## config.mk

```make
export PLATFORM = sky130hd
export DESIGN_NAME = hotplug_link_bringup_sequencer
export DESIGN_NICKNAME = d
export VERILOG_FILES = /design/src/rtl/hlbs_pkg.sv /design/src/rtl/hlbs_step.sv /design/src/rtl/hotplug_link_bringup_sequencer.sv
export SDC_FILE = /design/constraint.sdc
export NUM_CORES = 1
export LEC_CHECK = 0
export BUFFER_PORTS_ARGS = -buffer_cell sky130_fd_sc_hd__buf_2
export CORE_AREA = 2 2 83 85
export DETAILED_ROUTE_END_ITERATION = 12
export DIE_AREA = 0 0 85 87
export GPL_ROUTABILITY_DRIVEN = 0
export PLACE_DENSITY = 0.74
export SKIP_LAST_GASP = 1
export SLEW_MARGIN = 20
export SYNTH_ARGS = -nofsm -noshare
export SYNTH_HDL_FRONTEND = slang
export SYNTH_SLANG_ARGS = --single-unit
```

## constraint.sdc

```tcl
create_clock -name clk_i -period 7.3 [get_ports clk_i]
set_input_delay 1.095 -clock clk_i [delete_from_list [all_inputs] [get_ports clk_i]]
set_output_delay 1.095 -clock clk_i [all_outputs]
set_load 0.005 [all_outputs]
```

## src/rtl/hlbs_pkg.sv

```systemverilog
// ----------------------------------------------------------------------------
// hlbs_pkg
// Types and constants shared by the hot-plug link bring-up sequencer.
// ----------------------------------------------------------------------------
package hlbs_pkg;

  localparam int unsigned DelayW    = 11;
  localparam int unsigned AttemptW  = 3;
  localparam int unsigned PhaseW    = 3;
  localparam int unsigned KindW     = 2;
  localparam int unsigned CfgIndexW = 2;
  localparam int unsigned CfgDataW  = 11;
  localparam int unsigned InDataW   = 8;
  localparam int unsigned OutDataW  = 8;

  localparam logic [DelayW-1:0]   StabilizeDelayRst = DelayW'(40);
  localparam logic [DelayW-1:0]   PlugCheckDelayRst = DelayW'(10);
  localparam logic [DelayW-1:0]   EdidRetryDelayRst = DelayW'(60);
  localparam logic [AttemptW-1:0] MaxEdidAttemptsRst = AttemptW'(5);
  localparam logic [AttemptW-1:0] FailSat            = '1;

  typedef enum logic [PhaseW-1:0] {
    PH_RESET      = 3'd0,
    PH_CHECK_PLUG = 3'd1,
    PH_CHECK_EDID = 3'd2,
    PH_DISABLED   = 3'd3,
    PH_ENABLED    = 3'd4,
    PH_BOOT       = 3'd5
  } phase_e;

  typedef enum logic [KindW-1:0] {
    KIND_TICK     = 2'd0,
    KIND_HPD_IRQ  = 2'd1,
    KIND_SHUTDOWN = 2'd2
  } kind_e;

  typedef enum logic [CfgIndexW-1:0] {
    CFG_STABILIZE_DELAY  = 2'd0,
    CFG_PLUG_CHECK_DELAY = 2'd1,
    CFG_EDID_RETRY_DELAY = 2'd2,
    CFG_MAX_EDID_ATTEMPTS = 2'd3
  } cfg_index_e;

  typedef struct packed {
    logic [DelayW-1:0]   stabilize_delay_ms;
    logic [DelayW-1:0]   plug_check_delay_ms;
    logic [DelayW-1:0]   edid_retry_delay_ms;
    logic [AttemptW-1:0] max_edid_attempts;
  } cfg_t;

  typedef struct packed {
    phase_e              phase;
    logic                event_pending;
    logic                halted;
    logic [DelayW-1:0]   countdown;
    logic                countdown_armed;
    logic [AttemptW-1:0] edid_failures;
    logic                display_on;
  } seq_state_t;

  typedef struct packed {
    logic wait_armed;
    logic publish_modes_pulse;
    logic enable_pulse;
    logic disable_pulse;
    phase_e ctrl_state;
  } result_t;

endpackage

```

## src/rtl/hlbs_step.sv

```systemverilog
// ----------------------------------------------------------------------------
// hlbs_step
// Next-state and action logic for one tick, interrupt or shutdown request.
// ----------------------------------------------------------------------------
module hlbs_step
  import hlbs_pkg::*;
(
  input  seq_state_t       state_i,
  input  cfg_t             cfg_i,
  input  logic [KindW-1:0] kind_i,
  input  logic             hpd_level_i,
  input  logic             edid_ok_i,
  input  logic             mode_ok_i,
  output seq_state_t       state_o,
  output result_t          result_o
);

  logic                run_step;
  logic                arm_req;
  logic [DelayW-1:0]   arm_delay;
  logic                turn_off;
  logic                pulse_on;
  logic                pulse_pub;
  logic [AttemptW-1:0] fails_inc;
  seq_state_t          nx;

  assign fails_inc = (state_i.edid_failures == FailSat) ? FailSat
                                                         : state_i.edid_failures + 1'b1;

  always_comb begin
    nx        = state_i;
    run_step  = 1'b0;
    arm_req   = 1'b0;
    arm_delay = '0;
    turn_off  = 1'b0;
    pulse_on  = 1'b0;
    pulse_pub = 1'b0;

    case (kind_i)
      KIND_TICK: begin
        if (state_i.countdown_armed) begin
          if (state_i.countdown == '0) begin
            nx.countdown_armed = 1'b0;
            run_step           = 1'b1;
          end else begin
            nx.countdown = state_i.countdown - 1'b1;
          end
        end
      end
      KIND_HPD_IRQ: begin
        nx.event_pending = 1'b1;
        arm_req          = 1'b1;
      end
      KIND_SHUTDOWN: begin
        nx.halted          = 1'b1;
        nx.countdown_armed = 1'b0;
      end
      default: begin
      end
    endcase

    if (run_step) begin
      nx.event_pending = 1'b0;
      if (state_i.event_pending) begin
        if (!(state_i.phase == PH_ENABLED && hpd_level_i)) begin
          nx.phase  = (state_i.phase == PH_BOOT && hpd_level_i) ? PH_CHECK_PLUG : PH_RESET;
          arm_req   = 1'b1;
          arm_delay = cfg_i.stabilize_delay_ms;
        end
      end else begin
        unique case (state_i.phase)
          PH_RESET: begin
            turn_off  = 1'b1;
            nx.phase  = PH_CHECK_PLUG;
            arm_req   = 1'b1;
            arm_delay = cfg_i.plug_check_delay_ms;
          end
          PH_CHECK_PLUG: begin
            if (hpd_level_i) begin
              nx.edid_failures = '0;
              nx.phase         = PH_CHECK_EDID;
              arm_req          = 1'b1;
              arm_delay        = cfg_i.edid_retry_delay_ms;
            end else begin
              turn_off = 1'b1;
              nx.phase = PH_DISABLED;
            end
          end
          PH_CHECK_EDID: begin
            if (!hpd_level_i) begin
              turn_off = 1'b1;
              nx.phase = PH_DISABLED;
            end else if (!edid_ok_i) begin
              nx.edid_failures = fails_inc;
              if (fails_inc >= cfg_i.max_edid_attempts) begin
                turn_off = 1'b1;
                nx.phase = PH_DISABLED;
              end else begin
                nx.phase  = PH_CHECK_EDID;
                arm_req   = 1'b1;
                arm_delay = cfg_i.edid_retry_delay_ms;
              end
            end else begin
              pulse_pub = 1'b1;
              if (!mode_ok_i) begin
                turn_off = 1'b1;
                nx.phase = PH_DISABLED;
              end else begin
                nx.phase = PH_ENABLED;
                arm_req  = 1'b1;
              end
            end
          end
          PH_ENABLED: begin
            pulse_on      = 1'b1;
            nx.display_on = 1'b1;
          end
          default: begin
          end
        endcase
      end
    end

    if (arm_req) begin
      nx.countdown_armed = !state_i.halted;
      if (!state_i.halted) begin
        nx.countdown = arm_delay;
      end
    end

    if (turn_off && state_i.display_on) begin
      nx.display_on = 1'b0;
    end
  end

  assign state_o                      = nx;
  assign result_o.ctrl_state          = nx.phase;
  assign result_o.disable_pulse       = turn_off && state_i.display_on;
  assign result_o.enable_pulse        = pulse_on;
  assign result_o.publish_modes_pulse = pulse_pub;
  assign result_o.wait_armed          = nx.countdown_armed;

endmodule

```

## src/rtl/hotplug_link_bringup_sequencer.sv

```systemverilog
// ----------------------------------------------------------------------------
// hotplug_link_bringup_sequencer
// Display hot-plug bring-up controller driven by millisecond ticks and events.
// ----------------------------------------------------------------------------
// Results: one result per request, registered at acceptance and shown in the next cycle.
// Throughput: one request per cycle; the output register reloads in the same
// cycle its result is taken, so a stalled output stalls the input only.
// Reset: controller in bootloader takeover with an event pending, countdown
// idle, display assumed on, delay and attempt registers at their defaults.
// ----------------------------------------------------------------------------
module hotplug_link_bringup_sequencer
  import hlbs_pkg::*;
(
  input  logic                 clk_i,
  input  logic                 rst_ni,
  input  logic                 cfg_valid_i,
  output logic                 cfg_ready_o,
  input  logic [CfgIndexW-1:0] cfg_index_i,
  input  logic [CfgDataW-1:0]  cfg_data_i,
  input  logic                 s_axis_tvalid,
  output logic                 s_axis_tready,
  // [0] hpd_level, [1] edid_ok, [2] mode_ok, [7:3] zero
  input  logic [InDataW-1:0]   s_axis_tdata,
  // [1:0] kind
  input  logic [KindW-1:0]     s_axis_tuser,
  output logic                 m_axis_tvalid,
  input  logic                 m_axis_tready,
  // [2:0] ctrl_state, [3] disable_pulse, [4] enable_pulse,
  // [5] publish_modes_pulse, [6] wait_armed, [7] zero
  output logic [OutDataW-1:0]  m_axis_tdata
);

  cfg_t       cfg_q;
  seq_state_t state_q;
  seq_state_t state_d;
  result_t    result_d;
  result_t    result_q;
  logic       out_valid_q;
  logic       in_accept;

  assign cfg_ready_o   = 1'b1;
  assign s_axis_tready = !out_valid_q || m_axis_tready;
  assign in_accept     = s_axis_tvalid && s_axis_tready;

  always_ff @(posedge clk_i or negedge rst_ni) begin
    if (!rst_ni) begin
      cfg_q.stabilize_delay_ms  <= StabilizeDelayRst;
      cfg_q.plug_check_delay_ms <= PlugCheckDelayRst;
      cfg_q.edid_retry_delay_ms <= EdidRetryDelayRst;
      cfg_q.max_edid_attempts   <= MaxEdidAttemptsRst;
    end else if (cfg_valid_i) begin
      unique case (cfg_index_e'(cfg_index_i))
        CFG_STABILIZE_DELAY:   cfg_q.stabilize_delay_ms  <= cfg_data_i;
        CFG_PLUG_CHECK_DELAY:  cfg_q.plug_check_delay_ms <= cfg_data_i;
        CFG_EDID_RETRY_DELAY:  cfg_q.edid_retry_delay_ms <= cfg_data_i;
        CFG_MAX_EDID_ATTEMPTS: cfg_q.max_edid_attempts   <= cfg_data_i[AttemptW-1:0];
        default: begin
        end
      endcase
    end
  end

  hlbs_step u_step (
    .state_i     (state_q),
    .cfg_i       (cfg_q),
    .kind_i      (s_axis_tuser),
    .hpd_level_i (s_axis_tdata[0]),
    .edid_ok_i   (s_axis_tdata[1]),
    .mode_ok_i   (s_axis_tdata[2]),
    .state_o     (state_d),
    .result_o    (result_d)
  );

  always_ff @(posedge clk_i or negedge rst_ni) begin
    if (!rst_ni) begin
      state_q.phase           <= PH_BOOT;
      state_q.event_pending   <= 1'b1;
      state_q.halted          <= 1'b0;
      state_q.countdown       <= '0;
      state_q.countdown_armed <= 1'b0;
      state_q.edid_failures   <= '0;
      state_q.display_on      <= 1'b1;
    end else if (in_accept) begin
      state_q <= state_d;
    end
  end

  always_ff @(posedge clk_i or negedge rst_ni) begin
    if (!rst_ni) begin
      out_valid_q <= 1'b0;
    end else if (s_axis_tready) begin
      out_valid_q <= s_axis_tvalid;
    end
  end

  always_ff @(posedge clk_i) begin
    if (in_accept) begin
      result_q <= result_d;
    end
  end

  assign m_axis_tvalid = out_valid_q;
  assign m_axis_tdata  = {1'b0, result_q};

`ifndef SYNTH
  a_halt_never_armed: assert property (@(posedge clk_i) disable iff (!rst_ni)
    state_q.halted |-> !state_q.countdown_armed)
    else $error("countdown armed while halted");

  a_armed_matches: assert property (@(posedge clk_i) disable iff (!rst_ni)
    out_valid_q |-> (result_q.wait_armed == state_q.countdown_armed))
    else $error("reported countdown state differs from controller");

  a_disable_clears: assert property (@(posedge clk_i) disable iff (!rst_ni)
    (out_valid_q && result_q.disable_pulse) |-> !state_q.display_on)
    else $error("display still on after disable");

  a_enable_state: assert property (@(posedge clk_i) disable iff (!rst_ni)
    (out_valid_q && result_q.enable_pulse) |->
      (state_q.display_on && state_q.phase == PH_ENABLED))
    else $error("enable outside enabled phase");

  a_publish_exit: assert property (@(posedge clk_i) disable iff (!rst_ni)
    (out_valid_q && result_q.publish_modes_pulse) |->
      (result_q.ctrl_state == PH_ENABLED || result_q.ctrl_state == PH_DISABLED))
    else $error("modes published without leaving edid check");
`endif

endmodule
```

======== Yosys cells after proc, flatten, opt, wreduce, memory -nomap -nowiden ========
Index checks and enable logic that the tools add are counted.
storage, ports and cells
  bits in registers ....................... 65
cells by class
  reduce and logical (&&, ||, !) cells .... 25
  bitwise logic cells ..................... 4
  order comparisons ....................... 1
  equality and inequality tests ........... 14
  $add $sub $neg .......................... 2
  mux-type cells .......................... 58
operators by type and width
  kind                   number
  $mux 11                10
  $pmux 11 s3            1
  $mux 1                 30
  $mux 3                 9
  $mux 12                2
  $reduce_and 2->1       6
  $logic_not 11->1       1
  $sub 11x1->11 const B  1
  $eq 3x3->1 const B     3
  $pmux 3 s3             1
  $reduce_bool 2->1      4
  $reduce_and 7->1       1
  $eq 2x2->1 const B     3
  $ne 2x2->1 const B     3
  $pmux 1 s3             2
  $pmux 3 s2             1
  $eq 2x1->1 const B     2
  $logic_and 1x1->1      4
  $logic_not 2->1        2
  $mux 4                 1
  $not 1->1              4
  $reduce_and 4->1       1
  $reduce_or 4->1        1
  $add 3x1->3 const B    1
  other kinds (9)        10

======== Logic depth before layout (Yosys ltp) ========
  depth after elaboration ................. 12
  depth in mapped cells ................... 10
  mapped depth without buffers ............ 9

======== Modules after synthesis ========
A second synthesis with hierarchy kept.
unflattened totals
  cells, all modules ...................... 367
  area total of the unflattened synthesis .. 3943.8 um^2
by module, submodules not included
  module                          times used  cells each  sequential area each (um^2)  area each (um^2)
  hotplug_link_bringup_sequencer  1           139         1679.1                       2575.0
  hlbs_step                       1           228         0.0                          1368.8

======== Worst setup path before layout ========
Ideal clock, no wire load.
  path type ............................... input to register
  start point ............................. input port s_axis_tuser[1]
  end point ............................... register state_q[5] (netlist name)
  setup time .............................. 152 ps
  slack ................................... 4100 ps
  cell stages on the path ................. 7
  arrival ................................. 3047 ps
  required time ........................... 7148 ps
  cell sequence ........................... or4b_1 or4b_4 or4_4 and3_4 buf_6 o21ai_2 a22oi_1
between the ends
  longest elaborated chain between the ends .. 9
  elaborated cells between the ends (all ways) .. 17
  those cells by class .................... eq/ne (1); mux (15); reduce/logical (1)
RTL lines
  item                              line                                  source
  from (decl)                       hotplug_link_bringup_sequencer.sv:25  input logic [KindW-1:0] s_axis_tuser,
  $eq 2x1->1                        hlbs_step.sv:39                       case (kind_i)
  $mux 1                            hlbs_step.sv:39
  $mux 1, on equally long branches  hlbs_step.sv:95, hlbs_step.sv:105
  $mux 1                            hlbs_step.sv:93                       end else if (!edid_ok_i) begin
  $mux 1                            hlbs_step.sv:90                       if (!hpd_level_i) begin
  $pmux 1 s3                        hlbs_step.sv:71                       unique case (state_i.phase)
  $mux 1                            hlbs_step.sv:64                       if (state_i.event_pending) begin
  $mux 1                            hlbs_step.sv:62                       if (run_step) begin
  $mux 12 (*)                       hlbs_step.sv:124                      if (arm_req) begin
  to (signal assigned)              hotplug_link_bringup_sequencer.sv:84  state_q <= state_d;
  to (decl)                         hotplug_link_bringup_sequencer.sv:34  seq_state_t state_q;
Every way passes the cells marked *; elsewhere a longest branch is shown, timed or not.
A chain may end at the register's enable or synchronous reset.

======== Final worst setup path ========
  start point ............................. input port s_axis_tuser[1]
  end point ............................... register state_q[13] (netlist name)
The elaborated chain is that of the path after synthesis.

==> summary.txt <==
Placed design
  • Cells after DPL: 423
  • Hpwl dp: around 5100 µm
  • PortBufs: 31
  • Placement Cell Area: 0.00367 mm²

Critical path
  • Setup slack, reg-to-reg: roughly 3.6 ns
  • Crit path DAT: 3.94 ns
  • CP startpoint kind: input port
  • WS Path Type: in2reg
  • Worst reg2reg startpoint: state_q[1]$_DFFE_PN0P_
  • Worst reg2reg endpoint: state_q[13]$_DFFE_PN0P_
  • Reg2Reg Depth: 9
  • CP required: 7.58 ns
  • Crit. End Element: flop
  • Crit path max fanout: 15

Die
  • IO Pins: 39
  • Die X: approximately 85 µm
  • Core Footprint: approximately 0.0066 mm²
  • Full die area: 0.00740 mm²
  • FP Rows: 30
  • Die height: 87 µm
  • Initial core utilization: 53.0%

Clock tree
  • CTS tree: built
  • Num CTS Buffers: 9
  • Cts hold-fix bufs: 0
  • Clk sink count: between 60 and 70
  • H-tree Lvls: 3
  • Skew-Pair Late Insertion Delay: between 0.3 and 0.4 ns
  • Clock-pin slew on the worst setup and hold paths: 0.07 ns
  • Postcts setup bufs: 0
  • Clock Tree Root: clkbuf_8
  • Resize count post-CTS: 0
  • Maximum root-to-sink buffer count: 2

Final layout
  • N_diodes: 0
  • Area Overhead vs Synth: 12.6%
  • Fraction of layout cells with a size suffix above 1: 32.3%
  • Finished layout cell area: just under 0.004 mm²
  • Nets: approximately 390
  • Finished Layout Cells: 439

Global route
  • GRT Resource Usage Total: 22.4%
  • Antenna violations before repair: 0
  • Congestion Overflow GR: 0
  • Largest net degree at the start of global routing: 59
  • First-pass GRT wire length: 13,000 µm
  • Number of global-route vias before repair: about 2,600

Power
  • Cell Pwr Density: 260 mW/mm²
  • VDD IR-drop max: 0.000146 V
  • LEAKAGE: 0.00168 µW
  • Tot Pwr: 1020 µW

Yosys
  • Sequential area share after synthesis: about half
  • Mean Syn Cell Area: 10.6 µm²
  • Count leader, synth: dfrtp_1
  • Post-synth EDFFs: 7
  • Yosys warnings: 0
  • Post-Synthesis Cell Area: 0.00348 mm²
  • Synth Register Bits: 65
  • Main synth FF type: dfrtp_1
  • Cells after Synth: 329
  • Syn_nets: around 360
  • Largest area contributor in the netlist: dfrtp_1
  • Yosys top cell area share: 31.6%
  • Yosys cell types: 62
  • Commonest cells in the synthesized netlist: dfrtp_1, mux2_2, a21oi_1, nand2_1, nor2_1
  • Async SR Flop Fraction: roughly nine tenths
  • Top post-synthesis cells by area: dfrtp_1, mux2_2, dfstp_2

Timing
  • Fmax: about 270 MHz
  • Final Setup Violations: 0
  • Slew Limit Headroom: 40.3%
  • Final Hold Viols: 0
  • Clock Skew: 0.00746 ns
  • Worst-margin pin slew: 0.887 ns
  • Final min period: ~3.7 ns
  • Setup TNS: 0 ns
  • Worst hold margin: between 0.5 and 0.6 ns
  • Slew Limit Fails: 0
  • RSZ-0062 raised after global routing: false
  • Fin crit share: between 50% and 60%

Route
  • Top Metal Used: met4
  • Final ANT Viol Nets: 0
  • Drt wl/cell: 17.5 µm
  • Met2 Wirelength: between 3000 and 4000 µm
  • DRT iter0 DRCs: 230
  • DR WL met3: 378 µm
  • Total Wirelength: roughly 7700 µm
  • Post-DR vias/cell: between 6 and 7
  • Met1 wire length: between 3000 and 4000 µm
  • Vias post-DR: 2,724
  • Drt first pass iters: 4
  • DRC viols: 0

Min path
  • WHS Endpoint: cfg_q[23]$_DFFE_PN0P_
  • Hold path depth: 1
  • Path type of the worst min-delay path: reg2reg
  • Hold_sp: cfg_q[23]$_DFFE_PN0P_

Flow run
  • Max Cap Viol: 0

Outcome
  • Status: finished, final reports clean
-- how the worst max path moves through the flow --
| stage | start | endpoint | slack [ns] |
|---|---|---|---|
| 3_5_place_dp | s_axis_tuser[1] | state_q[13]$_DFFE_PN0P_ | 3.40 |
| 2_1_floorplan | s_axis_tuser[1] | state_q[5]$_DFFE_PN0P_ | 4.10 |
| 3_3_place_gp | s_axis_tuser[1] | state_q[13]$_DFFE_PN0P_ | 3.38 |
| 5_1_grt | state_q[1]$_DFFE_PN0P_ | state_q[13]$_DFFE_PN0P_ | 3.47 |
| 4_1_cts | s_axis_tuser[1] | state_q[13]$_DFFE_PN0P_ | 3.70 |
| 6_report | s_axis_tuser[1] | state_q[13]$_DFFE_PN0P_ | 3.65 |
-- layer usage --
metal	global-route usage [%]	vias to the layer above
li1	-	1288
met1	31.4	1356
met2	35.4	72
met3	4.74	8
met4	6.06	0
met5	0	-
-- worst max-delay path, cell delays in order --
cell and delay, ns:
buf_2 0.12, or3b_2 0.50, or3_1 0.41, or3_1 0.60
nor2_1 0.54, nor4b_1 0.49, a211o_1 0.16
-- cells by family (layout without fill, tap and decap cells) --
family	after synthesis	after routing	synth area share, %
and+or+nand+nor	101	101	16.6
AOI/OAI and AO/OA	84	84	16.5
DFF	65	65	48.2
muxes	39	39	12.6
buffers and inverters	33	63	4.03
adders and majority gates	5	5	1.80
other	2	2	0.216
-- layout make-up --
type / count / area, µm²
clock buffer: 14 / 215
clock inverter: 2 / 37.5
fill: 563 / 2650
inverter: 13 / 48.8
multi-input combinational: 231 / 1660
sequential: 65 / 1680
tap: 80 / 100
timing repair buffer: 34 / 178
-- flip-flops by register name, indices dropped and copies added (netlist names) --
signal	flops
state_q	21
m_axis_tdata	7
m_axis_tvalid	1
cfg_q	36
-- through the flow --
step	util, %	setup WS (ns)
finish	59.7	3.65
global route	59.7	3.47
CTS	59.7	3.70
detailed placement	55.8	3.40
global placement	55.8	3.38
floorplan	-	4.10
-- placed cells by master (no fill, tap or decap), types with 5 or more instances in the layout --
cell | netlist | final
a21oi_1 | 19 | 19
a221oi_1 | 8 | 8
buf_2 | 1 | 31
clkbuf_8 | 0 | 12
dfrtp_1 | 44 | 44
dfstp_2 | 14 | 14
edfxtp_1 | 7 | 7
ha_1 | 5 | 5
inv_1 | 12 | 12
mux2_2 | 39 | 39
nand2_1 | 18 | 18
nand2b_1 | 8 | 8
nand3_1 | 7 | 7
nor2_1 | 18 | 18
nor3_1 | 10 | 10
nor4_1 | 6 | 6
o21ai_0 | 16 | 16
-- where the power goes --
group	switching, µW	internal, µW
Combinational	80.1	82.1
Sequential	49.0	438
Clock	141	227
Total	270	747
(Power assumes the default switching activity.)
